[config.mk]
export PLATFORM = sky130hd
export DESIGN_NAME = edge_period_frequency_meter
export DESIGN_NICKNAME = d
export VERILOG_FILES = /design/src/rtl/core/epfm_pkg.sv /design/src/rtl/core/edge_period_frequency_meter.sv
export SDC_FILE = /design/constraint.sdc
export NUM_CORES = 2
export LEC_CHECK = 0
export BUFFER_PORTS_ARGS = -buffer_cell sky130_fd_sc_hd__buf_2
export CAP_MARGIN = 25
export CORE_UTILIZATION = 35
export CTS_CLUSTER_SIZE = 25
export DETAILED_ROUTE_END_ITERATION = 16
export PLACE_DENSITY = 0.58
export SLEW_MARGIN = 20
export SYNTH_ARGS = -nofsm -noshare
export SYNTH_HDL_FRONTEND = slang
export SYNTH_SLANG_ARGS = --single-unit
[constraint.sdc]
create_clock -name i_clk -period 10.1 [get_ports i_clk]
set_clock_uncertainty 0.1 [all_clocks]
set_input_delay 0.505 -clock i_clk [delete_from_list [all_inputs] [get_ports i_clk]]
set_output_delay 0.505 -clock i_clk [all_outputs]
set_load 0.01 [all_outputs]
[src/rtl/core/epfm_pkg.sv]
`timescale 1ns / 1ps
// Package for the edge period frequency meter: widths, limits, register indexes.
// No dependencies; imported by edge_period_frequency_meter.
package epfm_pkg;

    // Timeout and fixed-point settings
    localparam int STAGE_TIMEOUT_US = 20000;
    localparam int FRAC_BITS        = 16;

    // Counter and delay widths
    localparam int CNT_W  = 27;
    localparam logic [CNT_W-1:0] CNT_MAX = {CNT_W{1'b1}};
    localparam int MS_W   = 16;
    localparam int TPU_W  = 10;
    localparam int TNS_W  = 10;
    localparam int DLY_W  = 36;
    localparam int US_PER_MS = 1000;

    // Shared multiplier operand and product widths
    localparam int MA_W   = 27;
    localparam int MB_W   = 17;
    localparam int PROD_W = MA_W + MB_W;
    localparam int MSP_W  = MS_W + TPU_W;
    localparam int LIM_W  = CNT_W + 3;

    // Period and reciprocal
    localparam int P_W    = CNT_W + TNS_W;
    localparam logic [P_W-1:0] PERIOD_LIMIT_NS = P_W'(40000000);
    localparam int DEN_W  = 26;
    localparam int NUM_W  = 47;
    localparam int DCNT_W = $clog2(NUM_W);
    localparam logic [NUM_W-1:0] NUM_BASE = NUM_W'(64'd1000000000 << FRAC_BITS);
    localparam int FREQ_W = 46;

    // Configuration port
    localparam int ADDR_W = 5;
    localparam int IDX_W  = ADDR_W - 2;
    localparam logic [IDX_W-1:0] REG_CTRL_EN    = 3'd0;
    localparam logic [IDX_W-1:0] REG_EN_LEVEL   = 3'd1;
    localparam logic [IDX_W-1:0] REG_SETTLE_ON  = 3'd2;
    localparam logic [IDX_W-1:0] REG_SETTLE_OFF = 3'd3;
    localparam logic [IDX_W-1:0] REG_TPU        = 3'd4;
    localparam logic [IDX_W-1:0] REG_TICK_NS    = 3'd5;

    // Clamp a timeout sum to the elapsed counter range
    function automatic logic [CNT_W-1:0] sat_cnt(input logic [LIM_W-1:0] x);
        if (x > LIM_W'(CNT_MAX)) begin
            return CNT_MAX;
        end
        return x[CNT_W-1:0];
    endfunction

endpackage

[src/rtl/core/edge_period_frequency_meter.sv]
`timescale 1ns / 1ps
// Edge period frequency meter: tick-driven edge search, period capture and
// reciprocal in Q30.16. Depends on epfm_pkg.
//
// Channel   Dir  Width  Fields (low bit up)
// s stream  in   8      start_req[0], probe_level[1], zero pad
// m stream  out  56     control_level[0], busy_res[1], done_res[2], read_ok[3],
//                       frequency[49:4], zero pad
// APB       cfg  32     six registers at byte addresses 0x00..0x14
//
// One input word is one reference tick and yields one output word. The tick that
// ends a measurement runs the shared multiplier for the period, then a restoring
// divider one quotient bit per cycle, or skips the divider for a read error. After
// reset and after any register write, a sequencer recomputes the timeout limits and
// settle delays with the same multiplier; s_tready stays low meanwhile. Reset is
// synchronous and active low. A waiting output word holds off the next input word.
module edge_period_frequency_meter
    import epfm_pkg::*;
(
    input  logic                i_clk,
    input  logic                i_rst_n,
    // Input stream
    input  logic                i_s_tvalid,
    output logic                o_s_tready,
    input  logic [7:0]          i_s_tdata,   // start_req, probe_level
    // Output stream
    output logic                o_m_tvalid,
    input  logic                i_m_tready,
    output logic [55:0]         o_m_tdata,   // control_level, busy_res, done_res,
                                             // read_ok, frequency
    // Configuration port
    input  logic                psel,
    input  logic                penable,
    input  logic                pwrite,
    input  logic [ADDR_W-1:0]   paddr,
    input  logic [31:0]         pwdata,
    output logic [31:0]         prdata,
    output logic                pready
);

    typedef enum logic [2:0] {
        PH_IDLE,
        PH_SETTLE_ON,
        PH_SEEK_RISE1,
        PH_SEEK_FALL1,
        PH_SEEK_RISE2,
        PH_SEEK_FALL2,
        PH_SETTLE_OFF
    } t_phase;

    typedef enum logic [3:0] {
        SQ_CFG_BASE,
        SQ_CFG_LIM,
        SQ_CFG_ON,
        SQ_CFG_ONW,
        SQ_CFG_OFF,
        SQ_CFG_OFFW,
        SQ_RUN,
        SQ_MUL_P,
        SQ_CHECK,
        SQ_DIV
    } t_seq;

    // Configuration registers
    logic                r_ctrl_en;
    logic                r_en_level;
    logic [MS_W-1:0]     r_settle_on;
    logic [MS_W-1:0]     r_settle_off;
    logic [TPU_W-1:0]    r_tpu;
    logic [TNS_W-1:0]    r_tick_ns;

    // Derived timing values
    logic [CNT_W-1:0]    r_lim1, r_lim2, r_lim3, r_lim4;
    logic [DLY_W-1:0]    r_dly_on, r_dly_off;

    // Measurement state
    t_phase              r_phase;
    logic [CNT_W-1:0]    r_elapsed;
    logic [CNT_W-1:0]    r_period;
    logic [DLY_W-1:0]    r_delay;
    logic                r_en;
    logic [FREQ_W-1:0]   r_res_value;
    logic                r_res_valid;

    // Sequencer, shared multiplier, divider, output
    t_seq                r_seq;
    logic [PROD_W-1:0]   r_prod;
    logic [NUM_W-1:0]    r_num;
    logic [DEN_W-1:0]    r_rem;
    logic [DEN_W-1:0]    r_den;
    logic [DCNT_W-1:0]   r_cnt;
    logic                r_out_valid;
    logic                r_out_done;

    // Next values of one tick
    t_phase              n_phase;
    logic [CNT_W-1:0]    n_elapsed;
    logic [CNT_W-1:0]    n_period;
    logic [DLY_W-1:0]    n_delay;
    logic                n_en;
    logic                n_done;
    logic                n_need_div;

    logic                start_req;
    logic                probe_level;
    logic                s_accept;
    logic                cfg_wr;
    logic [IDX_W-1:0]    cfg_idx;

    logic [MA_W-1:0]     mul_a;
    logic [MB_W-1:0]     mul_b;
    logic [PROD_W-1:0]   mul_p;

    logic [LIM_W-1:0]    base_x;
    logic [LIM_W-1:0]    base_x3;
    logic [P_W-1:0]      per_ns;

    logic [DEN_W:0]      rem_sh;
    logic                q_bit;
    logic [DEN_W:0]      rem_sub;
    logic [NUM_W-1:0]    num_nx;

    assign start_req   = i_s_tdata[0];
    assign probe_level = i_s_tdata[1];
    assign o_s_tready  = (r_seq == SQ_RUN) && (!r_out_valid || i_m_tready);
    assign s_accept    = i_s_tvalid && o_s_tready;

    assign pready  = 1'b1;
    assign cfg_wr  = psel && penable && pwrite && pready;
    assign cfg_idx = paddr[ADDR_W-1:2];

    assign o_m_tvalid = r_out_valid;
    assign o_m_tdata  = {6'd0, r_res_value, r_res_valid, r_out_done,
                         (r_phase != PH_IDLE), r_en};

    // Register readback
    always_comb begin
        prdata = '0;
        unique case (cfg_idx)
            REG_CTRL_EN:    prdata = 32'(r_ctrl_en);
            REG_EN_LEVEL:   prdata = 32'(r_en_level);
            REG_SETTLE_ON:  prdata = 32'(r_settle_on);
            REG_SETTLE_OFF: prdata = 32'(r_settle_off);
            REG_TPU:        prdata = 32'(r_tpu);
            REG_TICK_NS:    prdata = 32'(r_tick_ns);
            default:        prdata = '0;
        endcase
    end

    // Shared multiplier: operands picked by the sequencer step
    always_comb begin
        mul_a = '0;
        mul_b = '0;
        unique case (r_seq)
            SQ_CFG_BASE: begin
                mul_a = MA_W'(r_tpu);
                mul_b = MB_W'(STAGE_TIMEOUT_US);
            end
            SQ_CFG_LIM: begin
                mul_a = MA_W'(r_settle_on);
                mul_b = MB_W'(r_tpu);
            end
            SQ_CFG_ON, SQ_CFG_OFF: begin
                mul_a = MA_W'(r_prod[MSP_W-1:0]);
                mul_b = MB_W'(US_PER_MS);
            end
            SQ_CFG_ONW: begin
                mul_a = MA_W'(r_settle_off);
                mul_b = MB_W'(r_tpu);
            end
            SQ_MUL_P: begin
                mul_a = MA_W'(r_period);
                mul_b = MB_W'(r_tick_ns);
            end
            default: begin
                mul_a = '0;
                mul_b = '0;
            end
        endcase
        mul_p = PROD_W'(mul_a) * PROD_W'(mul_b);
    end

    // Stage timeouts are 1x..4x the base; form them by shift and one add
    assign base_x  = LIM_W'(r_prod[CNT_W-1:0]);
    assign base_x3 = base_x + (base_x << 1);

    assign per_ns = r_prod[P_W-1:0];

    // Restoring divider step: one quotient bit a cycle
    assign rem_sh  = {r_rem, r_num[NUM_W-1]};
    assign q_bit   = rem_sh >= {1'b0, r_den};
    assign rem_sub = q_bit ? (rem_sh - {1'b0, r_den}) : rem_sh;
    assign num_nx  = {r_num[NUM_W-2:0], q_bit};

    // One reference tick: delays, cascaded edge search, end of measurement
    always_comb begin
        n_phase    = r_phase;
        n_elapsed  = r_elapsed;
        n_period   = r_period;
        n_delay    = r_delay;
        n_en       = r_en;
        n_done     = 1'b0;
        n_need_div = 1'b0;

        // Advance the search counters, saturating
        if (r_phase == PH_SEEK_RISE1 || r_phase == PH_SEEK_FALL1 ||
            r_phase == PH_SEEK_RISE2 || r_phase == PH_SEEK_FALL2) begin
            if (r_elapsed < CNT_MAX) begin
                n_elapsed = r_elapsed + 1'b1;
            end
            if ((r_phase == PH_SEEK_RISE2 || r_phase == PH_SEEK_FALL2) &&
                r_period < CNT_MAX) begin
                n_period = r_period + 1'b1;
            end
        end

        case (r_phase)
            PH_IDLE: begin
                if (start_req) begin
                    if (r_ctrl_en) begin
                        n_en = r_en_level;
                    end
                    if (r_ctrl_en && r_dly_on != '0) begin
                        n_phase = PH_SETTLE_ON;
                        n_delay = r_dly_on;
                    end else begin
                        n_phase   = PH_SEEK_RISE1;
                        n_elapsed = '0;
                    end
                end
            end
            PH_SETTLE_ON: begin
                if (r_delay != '0) begin
                    n_delay = r_delay - 1'b1;
                end
                if (n_delay == '0) begin
                    n_phase   = PH_SEEK_RISE1;
                    n_elapsed = '0;
                end
            end
            PH_SETTLE_OFF: begin
                if (r_delay != '0) begin
                    n_delay = r_delay - 1'b1;
                end
                if (n_delay == '0) begin
                    n_phase = PH_IDLE;
                    n_done  = 1'b1;
                end
            end
            default: begin
            end
        endcase

        // Several search stages may end on the same tick
        if (n_phase == PH_SEEK_RISE1) begin
            if (probe_level || n_elapsed >= r_lim1) begin
                n_phase = PH_SEEK_FALL1;
            end
        end
        if (n_phase == PH_SEEK_FALL1) begin
            if (!probe_level || n_elapsed >= r_lim2) begin
                n_phase  = PH_SEEK_RISE2;
                n_period = '0;
            end
        end
        if (n_phase == PH_SEEK_RISE2) begin
            if (probe_level || n_elapsed >= r_lim3) begin
                n_phase = PH_SEEK_FALL2;
            end
        end
        if (n_phase == PH_SEEK_FALL2) begin
            if (!probe_level || n_elapsed >= r_lim4) begin
                n_need_div = 1'b1;
                if (r_ctrl_en) begin
                    n_en = ~r_en_level;
                end
                if (r_ctrl_en && r_dly_off != '0) begin
                    n_phase = PH_SETTLE_OFF;
                    n_delay = r_dly_off;
                end else begin
                    n_phase = PH_IDLE;
                    n_done  = 1'b1;
                end
            end
        end
    end

    // Sequencer, state and registered outputs
    always_ff @(posedge i_clk) begin
        r_prod <= mul_p;
        if (!i_rst_n) begin
            r_ctrl_en    <= 1'b0;
            r_en_level   <= 1'b1;
            r_settle_on  <= '0;
            r_settle_off <= '0;
            r_tpu        <= TPU_W'(240);
            r_tick_ns    <= TNS_W'(4);
            r_phase      <= PH_IDLE;
            r_elapsed    <= '0;
            r_period     <= '0;
            r_delay      <= '0;
            r_en         <= 1'b0;
            r_res_value  <= '0;
            r_res_valid  <= 1'b0;
            r_seq        <= SQ_CFG_BASE;
            r_out_valid  <= 1'b0;
            r_out_done   <= 1'b0;
        end else begin
            // Drop the output word once taken
            if (r_out_valid && i_m_tready) begin
                r_out_valid <= 1'b0;
            end

            unique case (r_seq)
                SQ_CFG_BASE: r_seq <= SQ_CFG_LIM;
                SQ_CFG_LIM: begin
                    r_lim1 <= sat_cnt(base_x);
                    r_lim2 <= sat_cnt(base_x << 1);
                    r_lim3 <= sat_cnt(base_x3);
                    r_lim4 <= sat_cnt(base_x << 2);
                    r_seq  <= SQ_CFG_ON;
                end
                SQ_CFG_ON: r_seq <= SQ_CFG_ONW;
                SQ_CFG_ONW: begin
                    r_dly_on <= r_prod[DLY_W-1:0];
                    r_seq    <= SQ_CFG_OFF;
                end
                SQ_CFG_OFF: r_seq <= SQ_CFG_OFFW;
                SQ_CFG_OFFW: begin
                    r_dly_off <= r_prod[DLY_W-1:0];
                    r_seq     <= SQ_RUN;
                end
                SQ_RUN: begin
                    if (s_accept) begin
                        r_phase    <= n_phase;
                        r_elapsed  <= n_elapsed;
                        r_period   <= n_period;
                        r_delay    <= n_delay;
                        r_en       <= n_en;
                        r_out_done <= n_done;
                        if (n_need_div) begin
                            r_seq <= SQ_MUL_P;
                        end else begin
                            r_out_valid <= 1'b1;
                        end
                    end
                end
                SQ_MUL_P: r_seq <= SQ_CHECK;
                SQ_CHECK: begin
                    if (per_ns == '0 || per_ns >= PERIOD_LIMIT_NS) begin
                        r_res_value <= '0;
                        r_res_valid <= 1'b0;
                        r_out_valid <= 1'b1;
                        r_seq       <= SQ_RUN;
                    end else begin
                        // Round to nearest: add half the divisor
                        r_num <= NUM_BASE + NUM_W'(per_ns[P_W-1:1]);
                        r_den <= per_ns[DEN_W-1:0];
                        r_rem <= '0;
                        r_cnt <= DCNT_W'(NUM_W - 1);
                        r_seq <= SQ_DIV;
                    end
                end
                SQ_DIV: begin
                    r_num <= num_nx;
                    r_rem <= rem_sub[DEN_W-1:0];
                    r_cnt <= r_cnt - 1'b1;
                    if (r_cnt == '0) begin
                        r_res_value <= num_nx[FREQ_W-1:0];
                        r_res_valid <= 1'b1;
                        r_out_valid <= 1'b1;
                        r_seq       <= SQ_RUN;
                    end
                end
                default: r_seq <= SQ_CFG_BASE;
            endcase

            // Register write: store and recompute the derived timing
            if (cfg_wr) begin
                case (cfg_idx)
                    REG_CTRL_EN:    r_ctrl_en    <= pwdata[0];
                    REG_EN_LEVEL:   r_en_level   <= pwdata[0];
                    REG_SETTLE_ON:  r_settle_on  <= pwdata[MS_W-1:0];
                    REG_SETTLE_OFF: r_settle_off <= pwdata[MS_W-1:0];
                    REG_TPU:        r_tpu        <= pwdata[TPU_W-1:0];
                    REG_TICK_NS:    r_tick_ns    <= pwdata[TNS_W-1:0];
                    default: begin
                    end
                endcase
                r_seq <= SQ_CFG_BASE;
            end
        end
    end

endmodule
Word-level counts from Yosys, hierarchy flattened
Index checks and enable logic that the tools add are counted.
{ "classes": {"addsub": 7, "order_cmp": 12, "n_eq_ne": 29, "muxes": 93, "bitwise": 3, "n_reduce_logical": 49, "multipliers": 1} }
{ "ops": {"columns": ["cell", "n"], "rows": [
  ["two-way mux 27 bit", 17],
  ["two-way mux 36 bit", 8],
  ["one-hot mux 27 bit (5 select lines)", 1],
  [">= comparator 27 bit", 4],
  ["one-hot mux 36 bit (3 select lines)", 1],
  ["nonzero test 36 bit", 3],
  ["one-hot mux 16 bit (6 select lines)", 1],
  ["one-hot mux 47 bit (2 select lines)", 1],
  ["two-way mux 46 bit", 2],
  ["one-hot mux 46 bit (2 select lines)", 1],
  ["zero test 36 bit", 2],
  ["one-hot mux 15 bit (4 select lines)", 1],
  ["greater-than comparator 29 x 27 -> 1 bit (second input constant)", 2],
  ["adder 27 x 1 -> 27 bit (second input constant)", 2],
  ["less-than comparator 27 bit (second input constant)", 2],
  ["one-hot mux 27 bit (2 select lines)", 1],
  ["two-way mux 26 bit", 2],
  ["one-hot mux 26 bit (2 select lines)", 1],
  ["adder 46 x 36 -> 47 bit (first input constant)", 1],
  ["two-way mux 47 bit", 1],
  ["one-hot mux 4 bit (10 select lines)", 1],
  [">= comparator 37 x 26 -> 1 bit (second input constant)", 1],
  ["zero test 37 bit", 1],
  ["multiplier 27 x 15 -> 37 bit", 1],
  ["other kinds (36)", 136]
]} }
{ "totals": {"input_bits": 52, "ff_bits": 523, "wordCells": 223, "out_inout_bits": 91} }

Longest topological paths before layout
{ "logic_depth": {"ltp_word": 21, "ltp_mapped": 32, "ltp_nobuf": 31} }

Worst setup path before layout
No wires, ideal clock.
{ "synth_timing": {"kind": "reg2reg", "from": "reg r_seq[1]", "to": "reg r_prod[33]", "path_slack_ps": 1952, "n_path_buf": 4, "t_arrival_ps": 7976, "t_required_ps": 9928, "stages_incl_launch_ff": 30, "synth_period_minus_slack_ps": 8148, "setup_time_ps": 72, "path_cell_list": "dfxtp_1 > buf_1 > nand2_1 > nor2_1 > clkbuf_1 > clkbuf_1 > a22o_1 > clkbuf_1 > nand2_1 > fa_1 > inv_1 > fa_1 > inv_1 > fa_1 > inv_1 > fa_1 > fa_1 > fa_1 > ha_1 > a21o_1 > a21oi_1 > o21ai_0 > a211o_1 > o311a_1 > o2111a_1 > o31ai_1 > o41ai_1 > a21o_1 > a21oi_1 > xnor2_1"} }
{ "synth_via": {"elab_chain_len": 4, "elab_cells_between_ends": 11, "cone_classes": "mul: 1; eq/ne: 5; mux: 2; reduce/logical: 3"} }
{ "synth_rtl": {"columns": ["element", "line_no", "text"], "rows": [
  ["from (decl)", "edge_period_frequency_meter.sv:86", "t_seq r_seq;"],
  ["from (signal assigned)", "edge_period_frequency_meter.sv:305", "r_seq <= SQ_CFG_BASE;"],
  ["from (signal assigned)", "edge_period_frequency_meter.sv:315", "SQ_CFG_BASE: r_seq <= SQ_CFG_LIM;"],
  ["from (signal assigned)", "edge_period_frequency_meter.sv:321", "r_seq <= SQ_CFG_ON;"],
  ["equality test 4 x 3 -> 1 bit (tied with other cells)", "edge_period_frequency_meter.sv:154", "unique case (r_seq)"],
  ["OR reduction 2 bit (on tied branches)", null, null],
  ["one-hot mux 27 bit (5 select lines) / one-hot mux 15 bit (4 select lines) (equally long branches)", "edge_period_frequency_meter.sv:154", null],
  ["multiplier 27 x 15 -> 37 bit (*)", "edge_period_frequency_meter.sv:180", "mul_p = PROD_W'(mul_a) * PROD_W'(mul_b);"],
  ["net mul_p[33]", "edge_period_frequency_meter.sv:112", "logic [PROD_W-1:0] mul_p;"],
  ["to (signal assigned)", "edge_period_frequency_meter.sv:290", "r_prod <= mul_p;"],
  ["to (decl)", "edge_period_frequency_meter.sv:87", "logic [PROD_W-1:0] r_prod;"]
]} }
The timed path passes the listed nets; every way through them passes the cells marked *.
A chain may end at the register's enable or synchronous reset.

Final worst setup path
{ "layout_timing": {"from": "reg r_seq[0]", "to": "reg r_prod[36]"} }
Same word-level chain as after synthesis.

==> results_dict.tcl <==
set metrics [dict create \
    status "completed" \
    p_per_area_nw_per_um2 199.1 \
    avgViaCountPerCell 5.218 \
    wl_per_cell_um 19.23 \
    leakagePower_nw 18.68 \
    layout_common_cells "686 x nand2_1, 499 x inv_1, 301 x ha_1" \
    fmax_ghz 0.1130 \
    grt_overflow 0 \
    grt.total_usage 0.2011 \
    nNetsFinal 5000 \
    period_share 0.8765 \
    start_kind "flop" \
    drc 0 \
    rows 122 \
    required_ns 10.61 \
    vias 30886 \
    die_h_um 337.0 \
    first_global_vias 30067 \
    clock_latency_ns 0.69 \
    drt_iter0_markers 2291 \
    slew_violations 0 \
    final_common_cell "nand2_1" \
    tightest_slew_ns 1.068 \
    gp_congestion 0.9447 \
    critPathArrivalTime_ns 9.37 \
    antenna_left 0 \
    slowest_delay_ns 0.66 \
    coreArea_sq_um 111000 \
    synth_edf_count 284 \
    grt_antenna_before_repair 3 \
    cts_tree "done" \
    clkSinkCount 522 \
    io_pins 143 \
    cp_max_fo 16 \
    cts_setup_buffers 0 \
    clockBufferDepth 3 \
    min_period_ns 8.853 \
    syn_area_sq_um 39270 \
    drive_above_1_share 0.07090 \
    dr.pass1.iters 7 \
    post-dp-hpwl_um 85180 \
    htree_levels 2 \
    root_buffer "clkbuf_16" \
    ys_seq_elements 522 \
    critPathTopFamily "adder cells" \
    grt_pass1_wl_um 176800 \
    ys.flop_type "edfxtp_1" \
    finalSetupViolCount 0 \
    rsz0062_at_grt "false" \
    start_util 0.3539 \
    io_buffers 95 \
    die_area_sq_um 113500 \
    holdWs_ns 0.03149 \
    clk_pin_slew_ns 0.06 \
    cpMostUsedCell "fa_1" \
    fp.dieW_um 337.0 \
    synth_cell_types 90 \
    slowest_stage "or3_1" \
    yosys_warnings 0 \
    avgSynthCellArea_sq_um 9.176 \
    totalWireLength_um 113800 \
    postSynth.asyncResetShare 0 \
    final-hold-violation-count 0 \
    yosysSeqAreaShare 0.3385 \
    fin_setup_tns_ns 0 \
    relSlewSlack 0.2856 \
    min_path_type "primary input to flop" \
    ir_drop_mv 0.1396 \
    critPathKind "flop to flop" \
    synthCells 4280 \
    worstSetupEndpointType "flop" \
    grt_max_degree 95 \
    path_buf_inv 5 \
    drv_cap 0 \
    cts_made_buffers 61 \
    areaGrowthSynthToFinish_pct 11.68 \
]
## where the power goes
group	leakage (nW)	total, W	switching, W	internal, W
Combinational	13.1	0.00366	0.00226	0.00141
Clock	1.04	0.00231	0.000965	0.00135
Sequential	4.51	0.00276	0.000219	0.00254
Total	18.7	0.00873	0.00344	0.00529
## flip-flops by register name, summed over array words and instances (netlist names), 16 cells and up
name,flops
r_lim3,27
r_num,47
r_lim1,27
r_dly_on,36
r_settle_on,16
r_den,26
r_settle_off,16
r_elapsed,27
r_rem,26
r_delay,36
r_lim4,26
r_lim2,27
r_res_value,46
r_prod,37
r_dly_off,36
r_period,27
## path summary, 6_finish.rpt
path / from / to / slack (ns) / cells after the start
max: r_seq[0] / r_prod[36] / 1.25 / 29
min: pwdata[0] / r_tpu[0] / 0.03 / 3
max reg2reg: r_seq[0] / r_prod[36] / 1.25 / 29
min reg2reg: r_res_value[44] / r_res_value[44] / 0.37 / 2
## cell usage after synthesis, types with 18 or more instances
cell      instances  share of area
nand2_1         686          0.066
inv_1           499          0.048
ha_1            301          0.096
edfxtp_1        284           0.22
fa_1            271           0.14
nor2_1          248          0.024
dfxtp_1         238           0.12
o21ai_0         206          0.026
clkbuf_1        162          0.015
a21oi_1         135          0.017
nand3_1         113          0.014
xnor2_1          86          0.019
a21boi_0         78          0.015
nand4_1          69          0.011
nor3_1           67         0.0085
and2_1           63          0.010
mux2i_1          63          0.016
xor2_1           62          0.014
nor2b_1          59         0.0094
a21o_1           40         0.0076
nand2b_1         34         0.0054
or3_1            34         0.0054
nor4_1           33         0.0053
a31oi_1          30         0.0048
and3_1           30         0.0048
buf_4            29         0.0055
o21a_1           21         0.0040
a211oi_1         19         0.0036
o21bai_1         19         0.0036
a22oi_1          18         0.0034
## cell families (layout without fill, tap and decap cells)
family | Yosys count | count (layout) | synth area share
AND/OR/NAND/NOR | 1501 | 1501 | 0.1771
AO/OA/AOI/OAI | 757 | 757 | 0.1281
buffers and inverters | 709 | 794 | 0.07118
adder cells (fa/ha/maj) | 572 | 572 | 0.2340
flip-flops | 522 | 522 | 0.3385
XOR/XNOR | 149 | 149 | 0.03342
multiplexers | 68 | 68 | 0.01749
other | 2 | 68 | 0.0001912
## what timing repair did
item,4_1_cts,5_1_grt
endpoints found under the hold margin,36,0
endpoints found under the setup margin,0,0
gates resized for setup,0,0
hold buffers,15,0
## worst reg2reg max path: cells and delay by family (launching register included)
kind	cells	cell delay, ns
AO/OA/AOI/OAI	10	2.34
XOR/XNOR	1	0.12
adder cells (fa/ha/maj)	7	3.49
buffers and inverters	5	0.53
flip-flops	1	0.30
AND/OR/NAND/NOR	6	1.90
## layout make-up
cell class                      instances  area (sq um)
Fill cell                           11031         67110
Multi-Input combinational cell       3113         23510
Sequential cell                       522         13290
Inverter                              499          1873
Tap cell                             1488          1862
Clock buffer                           89          1838
Timing Repair Buffer                  179          1195
Clock inverter                         27         280.3
Antenna cell                            2         5.005
## routing by layer
layer | vias up | GRT usage | share of wire
met5 | - | 0 | 0
met4 | 0 | 0.06286 | 0.028
met3 | 157 | 0.02887 | 0.063
met2 | 915 | 0.3199 | 0.45
met1 | 15112 | 0.2808 | 0.46
li1 | 14702 | - | -
## metrics by stage
step                      cell area [sq um]  power, W    util  setup WS (ns)  instances
after floorplan                       39510  0.005312       -          1.952       4344
after global placement                41510  0.006368  0.3740          1.351       5779
after detailed placement              41530  0.006434  0.3743          1.263       5781
after CTS                             43800  0.008774  0.3947          1.253       5912
after global routing                  43850  0.009325  0.3952         0.6915       5917
final                                 43860  0.008734  0.3952          1.247       5919
Power figures use the tool's default switching activity.
